<file path="src/msbp_pkg.sv">
// Types, constants and helper functions of the multi-source bit operation block.
`default_nettype none

package msbp_pkg;

    localparam int unsigned MAX_SOURCES = 16;
    localparam logic [3:0]  WORD_BYTES  = 4'd8;
    localparam logic [4:0]  SRC_CAP     = (MAX_SOURCES < 16) ? 5'(MAX_SOURCES) : 5'd16;

    localparam logic [1:0] OP_AND = 2'd0;
    localparam logic [1:0] OP_OR  = 2'd1;
    localparam logic [1:0] OP_XOR = 2'd2;
    localparam logic [1:0] OP_NOT = 2'd3;

    localparam logic [1:0] REG_OP_KIND     = 2'd0;
    localparam logic [1:0] REG_COUNT_MODE  = 2'd1;
    localparam logic [1:0] REG_NUM_SOURCES = 2'd2;

    localparam logic [31:0] POP_M1 = 32'h5555_5555;
    localparam logic [31:0] POP_M2 = 32'h3333_3333;
    localparam logic [31:0] POP_M4 = 32'h0F0F_0F0F;

    typedef struct packed {
        logic [63:0] source_word;
        logic [3:0]  source_index;
        logic [3:0]  valid_bytes;
        logic        last_word;
    } t_src_word;

    typedef struct packed {
        logic [63:0] result_word;
        logic [3:0]  result_bytes;
        logic [42:0] total;
        logic        is_last;
    } t_result;

    typedef struct packed {
        logic [1:0] op_kind;
        logic       count_mode;
        logic [4:0] num_sources;
    } t_cfg;

    // Classified word as it travels from the front to the back.
    typedef struct packed {
        logic [63:0] word;
        logic [3:0]  nbytes;
        logic        first;
        logic        finish;
        logic        last;
    } t_cls;

    // Finished position waiting for count and totals.
    typedef struct packed {
        logic [63:0] res;
        logic [3:0]  nbytes;
        logic        last;
    } t_fin;

    function automatic logic [63:0] byte_mask(input logic [3:0] nbytes);
        logic [63:0] m;
        m = '0;
        for (int b = 0; b < 8; b++) begin
            m[b*8 +: 8] = (4'(b) < nbytes) ? 8'hFF : 8'h00;
        end
        return m;
    endfunction

    function automatic logic [5:0] pop32(input logic [31:0] v);
        logic [31:0] v1;
        logic [31:0] v2;
        logic [31:0] v3;
        v1 = v - ((v >> 1) & POP_M1);
        v2 = (v1 & POP_M2) + ((v1 >> 2) & POP_M2);
        v3 = (v2 + (v2 >> 4)) & POP_M4;
        return 6'(v3[7:0]) + 6'(v3[15:8]) + 6'(v3[23:16]) + 6'(v3[31:24]);
    endfunction

endpackage

`default_nettype wire

</file>
<file path="src/msbp_fifo.sv">
// Small flip-flop queue used between the front and back and at the result side.
`default_nettype none

module msbp_fifo #(
    parameter int WIDTH = 8,
    parameter int DEPTH = 4
) (
    input  wire logic             i_clk,
    input  wire logic             i_rst_n,
    input  wire logic             i_push,
    input  wire logic [WIDTH-1:0] i_data,
    output logic                  o_full,
    input  wire logic             i_pop,
    output logic [WIDTH-1:0]      o_data,
    output logic                  o_empty
);

    localparam int PW = (DEPTH > 1) ? $clog2(DEPTH) : 1;
    localparam int CW = $clog2(DEPTH + 1);

    logic [WIDTH-1:0] r_mem [DEPTH];
    logic [PW-1:0]    r_wr, n_wr;
    logic [PW-1:0]    r_rd, n_rd;
    logic [CW-1:0]    r_cnt, n_cnt;
    logic             do_push;
    logic             do_pop;

    assign o_full  = (r_cnt == CW'(DEPTH));
    assign o_empty = (r_cnt == '0);
    assign o_data  = r_mem[r_rd];
    assign do_push = i_push && !o_full;
    assign do_pop  = i_pop && !o_empty;

    always_comb begin
        n_wr  = r_wr;
        n_rd  = r_rd;
        n_cnt = r_cnt;
        if (do_push) begin
            n_wr = (r_wr == PW'(DEPTH - 1)) ? '0 : r_wr + 1'b1;
        end
        if (do_pop) begin
            n_rd = (r_rd == PW'(DEPTH - 1)) ? '0 : r_rd + 1'b1;
        end
        if (do_push && !do_pop) begin
            n_cnt = r_cnt + 1'b1;
        end else if (do_pop && !do_push) begin
            n_cnt = r_cnt - 1'b1;
        end
    end

    always_ff @(posedge i_clk) begin
        if (!i_rst_n) begin
            r_wr  <= '0;
            r_rd  <= '0;
            r_cnt <= '0;
        end else begin
            r_wr  <= n_wr;
            r_rd  <= n_rd;
            r_cnt <= n_cnt;
        end
    end

    always_ff @(posedge i_clk) begin
        if (do_push) begin
            r_mem[r_wr] <= i_data;
        end
    end

endmodule

`default_nettype wire

</file>
<file path="src/msbp_front.sv">
// Front end: cleans up each source word and marks where its position starts and ends.
`default_nettype none

module msbp_front
    import msbp_pkg::*;
(
    input  wire t_cfg      i_cfg,
    input  wire t_src_word i_src,
    input  wire logic      i_push,
    output t_cls           o_cls,
    output logic           o_keep
);

    logic [4:0] n_eff;
    logic [4:0] idx_ext;
    logic [3:0] vb;

    always_comb begin
        if (i_cfg.num_sources == 5'd0) begin
            n_eff = 5'd1;
        end else if (i_cfg.num_sources > SRC_CAP) begin
            n_eff = SRC_CAP;
        end else begin
            n_eff = i_cfg.num_sources;
        end
        idx_ext = {1'b0, i_src.source_index};
        vb = (i_src.valid_bytes > WORD_BYTES) ? WORD_BYTES : i_src.valid_bytes;

        o_cls.word   = i_src.source_word & byte_mask(vb);
        o_cls.nbytes = vb;
        o_cls.first  = (i_src.source_index == 4'd0);
        o_cls.finish = (idx_ext == n_eff - 5'd1);
        o_cls.last   = i_src.last_word;
        // Words for sources beyond the configured count are dropped here.
        o_keep = i_push && (idx_ext < n_eff);
    end

endmodule

`default_nettype wire

</file>
<file path="src/msbp_back.sv">
// Back end: combines words per position, then counts bits and keeps the running totals.
`default_nettype none

module msbp_back
    import msbp_pkg::*;
(
    input  wire logic    i_clk,
    input  wire logic    i_rst_n,
    input  wire t_cfg    i_cfg,
    input  wire t_cls    i_cls,
    input  wire logic    i_cls_empty,
    output logic         o_cls_pop,
    output t_result      o_res,
    output logic         o_res_push,
    input  wire logic    i_res_full
);

    logic [63:0] r_acc, n_acc;
    logic [3:0]  r_pos, n_pos;
    t_fin        r_fin;
    t_fin        n_fin;
    logic        r_fin_vld;
    logic [39:0] r_byte_total, n_byte_total;
    logic [42:0] r_bit_total, n_bit_total;

    logic        adv;
    logic [40:0] byte_sum;
    logic [43:0] bit_sum;
    logic [6:0]  bits;
    logic        emit;

    // The whole back end stalls only when a finished position is held while the result queue is full.
    assign adv       = !(r_fin_vld && i_res_full);
    assign o_cls_pop = adv && !i_cls_empty;

    always_comb begin
        if (i_cls.first) begin
            n_acc = i_cls.word;
            n_pos = i_cls.nbytes;
        end else begin
            n_pos = (i_cls.nbytes > r_pos) ? i_cls.nbytes : r_pos;
            case (i_cfg.op_kind)
                OP_AND:  n_acc = r_acc & i_cls.word;
                OP_OR:   n_acc = r_acc | i_cls.word;
                OP_XOR:  n_acc = r_acc ^ i_cls.word;
                default: n_acc = r_acc;
            endcase
        end
        n_fin.res    = ((i_cfg.op_kind == OP_NOT) ? ~n_acc : n_acc) & byte_mask(n_pos);
        n_fin.nbytes = n_pos;
        n_fin.last   = i_cls.last;
    end

    always_ff @(posedge i_clk) begin
        if (!i_rst_n) begin
            r_acc     <= '0;
            r_pos     <= '0;
            r_fin_vld <= 1'b0;
        end else if (adv) begin
            r_fin_vld <= o_cls_pop && i_cls.finish;
            if (o_cls_pop) begin
                if (i_cls.finish) begin
                    r_acc <= '0;
                    r_pos <= '0;
                end else begin
                    r_acc <= n_acc;
                    r_pos <= n_pos;
                end
            end
        end
    end

    always_ff @(posedge i_clk) begin
        if (adv && o_cls_pop && i_cls.finish) begin
            r_fin <= n_fin;
        end
    end

    // Second step: bit count and saturating totals of the finished position.
    always_comb begin
        bits     = 7'(pop32(r_fin.res[31:0])) + 7'(pop32(r_fin.res[63:32]));
        byte_sum = {1'b0, r_byte_total} + 41'(r_fin.nbytes);
        bit_sum  = {1'b0, r_bit_total} + 44'(bits);
        n_byte_total = byte_sum[40] ? '1 : byte_sum[39:0];
        n_bit_total  = bit_sum[43] ? '1 : bit_sum[42:0];

        emit       = !i_cfg.count_mode || r_fin.last;
        o_res_push = r_fin_vld && emit;

        o_res.result_word  = i_cfg.count_mode ? 64'd0 : r_fin.res;
        o_res.result_bytes = r_fin.nbytes;
        o_res.is_last      = r_fin.last;
        if (!r_fin.last) begin
            o_res.total = '0;
        end else if (i_cfg.count_mode) begin
            o_res.total = n_bit_total;
        end else begin
            o_res.total = {3'b000, n_byte_total};
        end
    end

    always_ff @(posedge i_clk) begin
        if (!i_rst_n) begin
            r_byte_total <= '0;
            r_bit_total  <= '0;
        end else if (adv && r_fin_vld) begin
            if (r_fin.last) begin
                r_byte_total <= '0;
                r_bit_total  <= '0;
            end else begin
                r_byte_total <= n_byte_total;
                r_bit_total  <= n_bit_total;
            end
        end
    end

endmodule

`default_nettype wire

</file>
<file path="src/multi_source_bitop_popcount.sv">
// Top level of the multi-source bitwise combine and population count block.
//
// Input side is a queue: drive a source word on i_src and raise push; the word
// is taken on a clock edge where full is low. Words of one position come in
// source order; index 0 opens a position and index num_sources-1 closes it.
// Result side is a queue too: while empty is low the oldest result word sits on
// o_result, and it leaves on an edge where pop is high.
// Configuration is a plain write port (i_cfg_we, i_cfg_idx, i_cfg_data) with
// op_kind, count_mode and num_sources at indexes 0, 1 and 2; write it while idle.
// Words pass the front queue, then r_fin, then the result queue. Throughput: one
// source word per cycle while the back end is not stalled, set by the single
// combine step; the front queue of QUEUE_DEPTH entries and a two-entry result
// queue absorb stalls. A stalled receiver fills the result queue, then the back
// end holds, then the front queue fills and full rises; nothing is lost.
// Synchronous reset empties both queues, clears the running totals and the
// accumulator, and sets op_kind AND, write mode and one source.
`default_nettype none

module multi_source_bitop_popcount
    import msbp_pkg::*;
#(
    parameter int QUEUE_DEPTH = 4
) (
    input  wire logic      i_clk,
    input  wire logic      i_rst_n,
    input  wire logic      push,
    input  wire t_src_word i_src,
    output logic           full,
    output logic           empty,
    input  wire logic      pop,
    output t_result        o_result,
    input  wire logic      i_cfg_we,
    input  wire logic [1:0] i_cfg_idx,
    input  wire logic [4:0] i_cfg_data
);

    t_cfg    r_cfg;
    t_cls    front_cls;
    logic    front_keep;
    logic    cls_full;
    t_cls    cls_head;
    logic    cls_empty;
    logic    cls_pop;
    t_result back_res;
    logic    back_push;
    logic    res_full;

    always_ff @(posedge i_clk) begin
        if (!i_rst_n) begin
            r_cfg.op_kind     <= OP_AND;
            r_cfg.count_mode  <= 1'b0;
            r_cfg.num_sources <= 5'd1;
        end else if (i_cfg_we) begin
            case (i_cfg_idx)
                REG_OP_KIND:     r_cfg.op_kind     <= i_cfg_data[1:0];
                REG_COUNT_MODE:  r_cfg.count_mode  <= i_cfg_data[0];
                REG_NUM_SOURCES: r_cfg.num_sources <= i_cfg_data;
                default:         r_cfg             <= r_cfg;
            endcase
        end
    end

    assign full = cls_full;

    msbp_front u_front (
        .i_cfg  (r_cfg),
        .i_src  (i_src),
        .i_push (push),
        .o_cls  (front_cls),
        .o_keep (front_keep)
    );

    msbp_fifo #(
        .WIDTH ($bits(t_cls)),
        .DEPTH (QUEUE_DEPTH)
    ) u_cls_q (
        .i_clk   (i_clk),
        .i_rst_n (i_rst_n),
        .i_push  (front_keep),
        .i_data  (front_cls),
        .o_full  (cls_full),
        .i_pop   (cls_pop),
        .o_data  (cls_head),
        .o_empty (cls_empty)
    );

    msbp_back u_back (
        .i_clk       (i_clk),
        .i_rst_n     (i_rst_n),
        .i_cfg       (r_cfg),
        .i_cls       (cls_head),
        .i_cls_empty (cls_empty),
        .o_cls_pop   (cls_pop),
        .o_res       (back_res),
        .o_res_push  (back_push),
        .i_res_full  (res_full)
    );

    msbp_fifo #(
        .WIDTH ($bits(t_result)),
        .DEPTH (2)
    ) u_res_q (
        .i_clk   (i_clk),
        .i_rst_n (i_rst_n),
        .i_push  (back_push),
        .i_data  (back_res),
        .o_full  (res_full),
        .i_pop   (pop),
        .o_data  (o_result),
        .o_empty (empty)
    );

endmodule

`default_nettype wire

</file>
<file path="config.mk">
export PLATFORM = sky130hd
export DESIGN_NAME = multi_source_bitop_popcount
export DESIGN_NICKNAME = d
export VERILOG_FILES = /design/src/msbp_pkg.sv /design/src/msbp_fifo.sv /design/src/msbp_front.sv /design/src/msbp_back.sv /design/src/multi_source_bitop_popcount.sv
export SDC_FILE = /design/constraint.sdc
export NUM_CORES = 1
export LEC_CHECK = 0
export BUFFER_PORTS_ARGS = -buffer_cell sky130_fd_sc_hd__clkbuf_2
export CAP_MARGIN = 5
export CORE_ASPECT_RATIO = 1.2
export CORE_UTILIZATION = 40
export DETAILED_ROUTE_END_ITERATION = 8
export SLEW_MARGIN = 20
export SYNTH_ARGS = -nofsm -noshare
export SYNTH_HDL_FRONTEND = slang
export SYNTH_HIERARCHICAL = 1
export SYNTH_SLANG_ARGS = --single-unit
</file>
<file path="constraint.sdc">
create_clock -name i_clk -period 22.8 [get_ports i_clk]
set_input_delay 4.56 -clock i_clk [delete_from_list [all_inputs] [get_ports i_clk]]
set_output_delay 4.56 -clock i_clk [all_outputs]
set_load 0.01 [all_outputs]
</file>
After elaboration in Yosys (flattened, before gate mapping) --
Memories as Yosys holds them, arrays and structs flattened. A register that Yosys moved wholly into a read port is not among the register bits. Cells that the tools add are included. W data, S select, Z words.
Storage, ports and cells: bits in writable memories 508, input port bits 85, output and inout bits 114, register bits 240, memories 2
Memories:
- u_cls_q.r_mem | words 4, bits a word 71, read ports 1, clocked after Yosys merged registers in 1, wr ports 1, line msbp_fifo.sv:21 | logic [WIDTH-1:0] r_mem [DEPTH];
- u_res_q.r_mem | words 2, bits a word 112, read ports 1, clocked after Yosys merged registers in 1, wr ports 1, line msbp_fifo.sv:21
Operators by class: multiplexer cells 49, equality and inequality tests 10, bitwise gates (word level) 7, reductions and logical operators 39, order comparisons 20, add/sub/neg operators 24
Operators by type and width (count):
- $mux W64 | 4
- $and A64 B64 Y64 | 3
- $pmux W64 S3 | 1
- $mux W43 | 4
- $mux W8 | 16
- $mux W40 | 2
- $not A64 Y64 | 1
- $or A64 B64 Y64 | 1
- $sub A32 B31 Y32 | 2
- $xor A64 B64 Y64 | 1
- $add A30 B30 Y31 | 2
- $add A28 B27 Y28 | 2
- $add A43 B7 Y44 | 1
- $add A40 B4 Y41 | 1
- $lt A3 B4 Y1 const A | 8
- $add A6 B4 Y6 | 4
- $logic_and A1 B1 Y1 | 16
- $lt A1 B4 Y1 const A | 4
- $lt A2 B4 Y1 const A | 4
- $mux W4 | 4
- $eq A2 B2 Y1 const B | 6
- $mux W2 | 6
- $add A4 B4 Y5 | 2
- $logic_not A1 Y1 | 10
- other kinds (25) | 44

Logic depth before layout (Yosys ltp) --
depth in word-level cells 11, mapped depth 36, depth with buffers taken out 33

By module --
The synthesis kept the hierarchy.
Modules (own cells, without submodules):
- msbp_back | cells each 2401, area an instance 20985.1 µm², instances 1
- msbp_fifo at u_cls_q | cells each 422, area an instance 10801.6 µm², instances 1
- msbp_fifo at u_res_q | cells each 373, area an instance 8311.7 µm², instances 1
- msbp_front | cells each 110, area an instance 704.4 µm², instances 1
- multi_source_bitop_popcount | cells each 35, area an instance 336.6 µm², instances 1

Least setup slack after synthesis --
No wires, ideal clock.
kind register -> register, start point reg u_back/r_fin[18] in the netlist's numbering, end point mem u_res_q/r_mem[0][42] in the netlist's numbering, data pin, path slack 14.775 ns, cell stages (with the launch flop) 29, required time 22.609 ns, path buffers 3, clock period less this slack 8.025 ns, setup time 0.191 ns, data arrival time 7.834 ns, path through edfxtp_1 > inv_1 > ha_1 > or4_1 > a41o_1 > a31o_2 > a21oi_1 > and3_1 > a311oi_1 > xnor2_1 > fa_1 > inv_1 > fa_1 > xor2_1 > fa_1 > inv_1 > fa_1 > fa_1 > fa_1 > ha_1 > a21o_1 > a21oi_1 > o21a_1 > or4_4 > buf_6 > or3_4 > buf_6 > clkbuf_1 > a311oi_1
RTL lines:
- start, declared | line msbp_back.sv:20 | t_fin r_fin;
- start signal, assigned | line msbp_back.sv:75 | r_fin <= n_fin;
- end, declared | line msbp_fifo.sv:21

==> Implementation_results.wiki <==
{| class="wikitable"
! Metric !! Value
|-
| Run status || finished clean
|-
| Core Rows || 128
|-
| Max-cap violations || 0
|-
| Syn Inst Count || 3341
|-
| Max Clock Freq || 111 MHz
|-
| Register Area || 0.0208 mm2
|-
| Clock transition at the registers of the reported paths || 0.06 ns
|-
| Filler cell count in the final layout || 9307
|-
| Portion of the post-synthesis area used by sequential elements || 0.506
|-
| Leading cell types by total area after synthesis || sky130_fd_sc_hd__edfxtp_1, sky130_fd_sc_hd__dfxtp_1, sky130_fd_sc_hd__ha_1
|-
| Post-layout instance count excluding filler cells || 4924
|-
| Share of Yosys cell area claimed by the top area cell type || 0.421
|-
| Cell repeated most along the worst path || sky130_fd_sc_hd__fa_1
|-
| Slew Viols, Final || 0
|-
| Die X-Extent || 295 um
|-
| Rel. slew slack || 0.247
|-
| Total routing resource utilization after global routing || 0.184
|-
| Syn Nets || 3756
|-
| Hold buffer count at CTS || 0
|-
| Aggregate routed wire length || 95.7 mm
|-
| Area leader, netlist || sky130_fd_sc_hd__edfxtp_1
|-
| Final setup viols || 0
|-
| Later-pin clock latency in the skew report || 0.63 ns
|-
| Predominant post-synthesis flop cell || sky130_fd_sc_hd__edfxtp_1
|-
| Number of nets with antenna violations after detailed routing || 0
|-
| Final hold violations || 0
|-
| Final #Nets || 3908
|-
| ANT cells || 0
|-
| Vias in the first global route || 25600
|-
| Area added between synthesis and finish || 11.9%
|-
| Number of distinct library cells after synthesis || 76
|-
| Worst Max-Slew Pin Slew || 1.12 ns
|-
| Weighted congestion reported at the end of routability-driven placement || 0.859
|-
| Post-synth EDFFs || 577
|-
| Unrepaired setup endpoints after global routing || false
|-
| Yosys reg bits || 751
|-
| First-pass GRT wire length || 148 mm
|-
| Largest stage delay on the critical path || 0.72 ns
|-
| Type of the most critical hold path || reg -> reg
|-
| DR WL/cell || 19.4 um
|-
| Top Ports || 199
|-
| Starting density of the core || 0.405
|-
| # port buffers || 198
|-
| Via density per instance || 5.20
|-
| CTS tree || yes
|-
| Share of cells above drive strength 1 || 0.184
|-
| Data arrival time of the critical path || 9.42 ns
|-
| Overall via count from detail_route || 25600
|-
| Worst-path cell with the longest stage delay || sky130_fd_sc_hd__nor2_1
|-
| Worst setup EP type || flip-flop
|-
| Post-CTS setup-driven buffer insertion count || 0
|-
| Worst hold slack after final layout || 0.465 ns
|-
| Number of warnings printed during yosys synthesis || 6
|-
| Largest fanout on the critical path || 12
|-
| End-of-flow core utilization || 0.453
|-
| DRC violation count after routing || 0
|-
| GRT overflow || 0
|-
| CTS root buffer || sky130_fd_sc_hd__clkbuf_16
|-
| Avg Inst Size Synth || 12.3 um2
|-
| Die height || 353 um
|-
| Max H-tree Level || 3
|-
| Sinks on the clock net || 751
|-
| Synthesized area || 0.0411 mm2
|-
| Maximum number of pins on one net before global-route repair || 88
|-
| Post-CTS resize count || 0
|-
| Starting DRT DRC Count || 1778
|-
| Data required time at the worst endpoint || 23.17 ns
|-
| Cell with the most instances after synthesis || sky130_fd_sc_hd__edfxtp_1
|-
| Deepest clock path buffer count || 3
|-
| Post-route fraction of the period consumed by the critical path || 0.397
|-
| Post-synth ARST share || 0
|-
| Area of combinational cells with multiple inputs || 0.0181 mm2
|-
| Number of antenna violations at the first check in global routing || 1
|-
| Core footprint || 0.102 mm2
|-
| Setup TNS || 0 ns
|-
| Layout Skew || 0.0239 ns
|-
| Post-detail-place hpwl || 66.4 mm
|-
| Number of placed instances with taps included || 4776
|-
| DRT Pass-1 Iters || 5
|-
| Worst Setup Path Type || reg -> reg
|-
| Number of buffers created by CTS || 80
|-
| Total die area || 0.104 mm2
|-
| Launching element type of the critical path || flip-flop
|-
| Time the worst path needs with I/O delays and setup || 9.05 ns
|-
| Leading post-synthesis cells by instance count || sky130_fd_sc_hd__edfxtp_1, sky130_fd_sc_hd__inv_1, sky130_fd_sc_hd__ha_1, sky130_fd_sc_hd__nor2_1, sky130_fd_sc_hd__dfxtp_1
|}
==> sequential cells by signal (all words and copies together) (netlist names), 2 cells and up, named ones only <==
register             count
u_cls_q/r_mem          284
u_res_q/r_mem          224
u_back/r_acc            64
u_back/r_fin            64
u_back/r_bit_total      43
u_back/r_byte_total     40
r_cfg                    8
u_back/o_res             5
u_back/r_pos             4
u_cls_q/r_cnt            3
u_cls_q/r_rd             2
u_cls_q/r_wr             2
u_res_q/r_cnt            2
==> placed cells by master, fill, tap and decap left out, types with 21 or more instances in the layout <==
| cell type | count |
|---|---|
| sky130_fd_sc_hd__a21o_1 | 23 |
| sky130_fd_sc_hd__a21oi_1 | 86 |
| sky130_fd_sc_hd__a31oi_1 | 21 |
| sky130_fd_sc_hd__and2_1 | 86 |
| sky130_fd_sc_hd__and3_1 | 26 |
| sky130_fd_sc_hd__buf_4 | 37 |
| sky130_fd_sc_hd__clkbuf_16 | 82 |
| sky130_fd_sc_hd__clkbuf_2 | 197 |
| sky130_fd_sc_hd__dfxtp_1 | 168 |
| sky130_fd_sc_hd__edfxtp_1 | 577 |
| sky130_fd_sc_hd__fa_1 | 53 |
| sky130_fd_sc_hd__ha_1 | 277 |
| sky130_fd_sc_hd__inv_1 | 376 |
| sky130_fd_sc_hd__mux2_2 | 114 |
| sky130_fd_sc_hd__mux2i_1 | 81 |
| sky130_fd_sc_hd__mux4_2 | 133 |
| sky130_fd_sc_hd__nand2_1 | 136 |
| sky130_fd_sc_hd__nand3_1 | 49 |
| sky130_fd_sc_hd__nor2_1 | 213 |
| sky130_fd_sc_hd__nor2b_1 | 79 |
| sky130_fd_sc_hd__nor3_1 | 41 |
| sky130_fd_sc_hd__o21ai_0 | 118 |
| sky130_fd_sc_hd__o22ai_1 | 70 |
| sky130_fd_sc_hd__xnor2_1 | 152 |
| sky130_fd_sc_hd__xor2_1 | 39 |
==> routing by layer <==
metal,vias to the layer above,GRT usage,routed length [um]
li1,12300,-,-
met1,12500,0.241,41300
met2,624,0.311,46900
met3,149,0.0253,4560
met4,2,0.0623,2890
met5,-,0,17
==> metrics by stage <==
| step | area, um2 | worst slack (ns) |
|---|---|---|
| floorplan | 41100 | 14.77 |
| detailed placement | 43300 | 13.73 |
| global placement | 43300 | 13.92 |
| finish | 46000 | 13.75 |
| CTS | 46000 | 13.75 |
| global route | 46000 | 13.18 |
==> logic make-up after synthesis <==
kind of cell    share of synthesized area
compound gates                     0.0746
simple gates                       0.0889
buf+inv                            0.0551
mux                                 0.125
fa+ha+maj                           0.110
flops                               0.506
xor+xnor                           0.0407
==> final timing paths <==
kind	from	slack, ns	cells past startpoint	end
worst min register to register	u_back/r_bit_total[5]	0.47	1	u_back/r_bit_total[5]
worst max register to register	u_back/r_fin[10]	13.75	30	u_res_q/r_mem[0][9]
worst max-delay path	u_back/r_fin[10]	13.75	30	u_res_q/r_mem[0][9]
worst min-delay path	u_back/r_bit_total[5]	0.47	1	u_back/r_bit_total[5]
==> critical path: cells and delay by family, from the launching register on <==
kind                     cells  cell delay [ns]
XOR/XNOR                     1             0.14
AND/OR/NAND/NOR              6             1.56
adder cells (fa/ha/maj)      9             3.54
flip-flops                   1             0.45
buffers and inverters        4             0.60
AO/OA/AOI/OAI               10             2.51
==> area by class of cell <==
cell class              count  area share
well taps                1365      0.0371
repair buffers            234      0.0274
flip-flops and latches    751       0.452
clock inverters            42      0.0113
multi-input cells        2050       0.394
inverters                 376      0.0307
clock buffers             106      0.0476
Power is left out: the tool's default activity adds up to more than one toggle a clock period on the data nets, which glitch-free logic cannot reach.
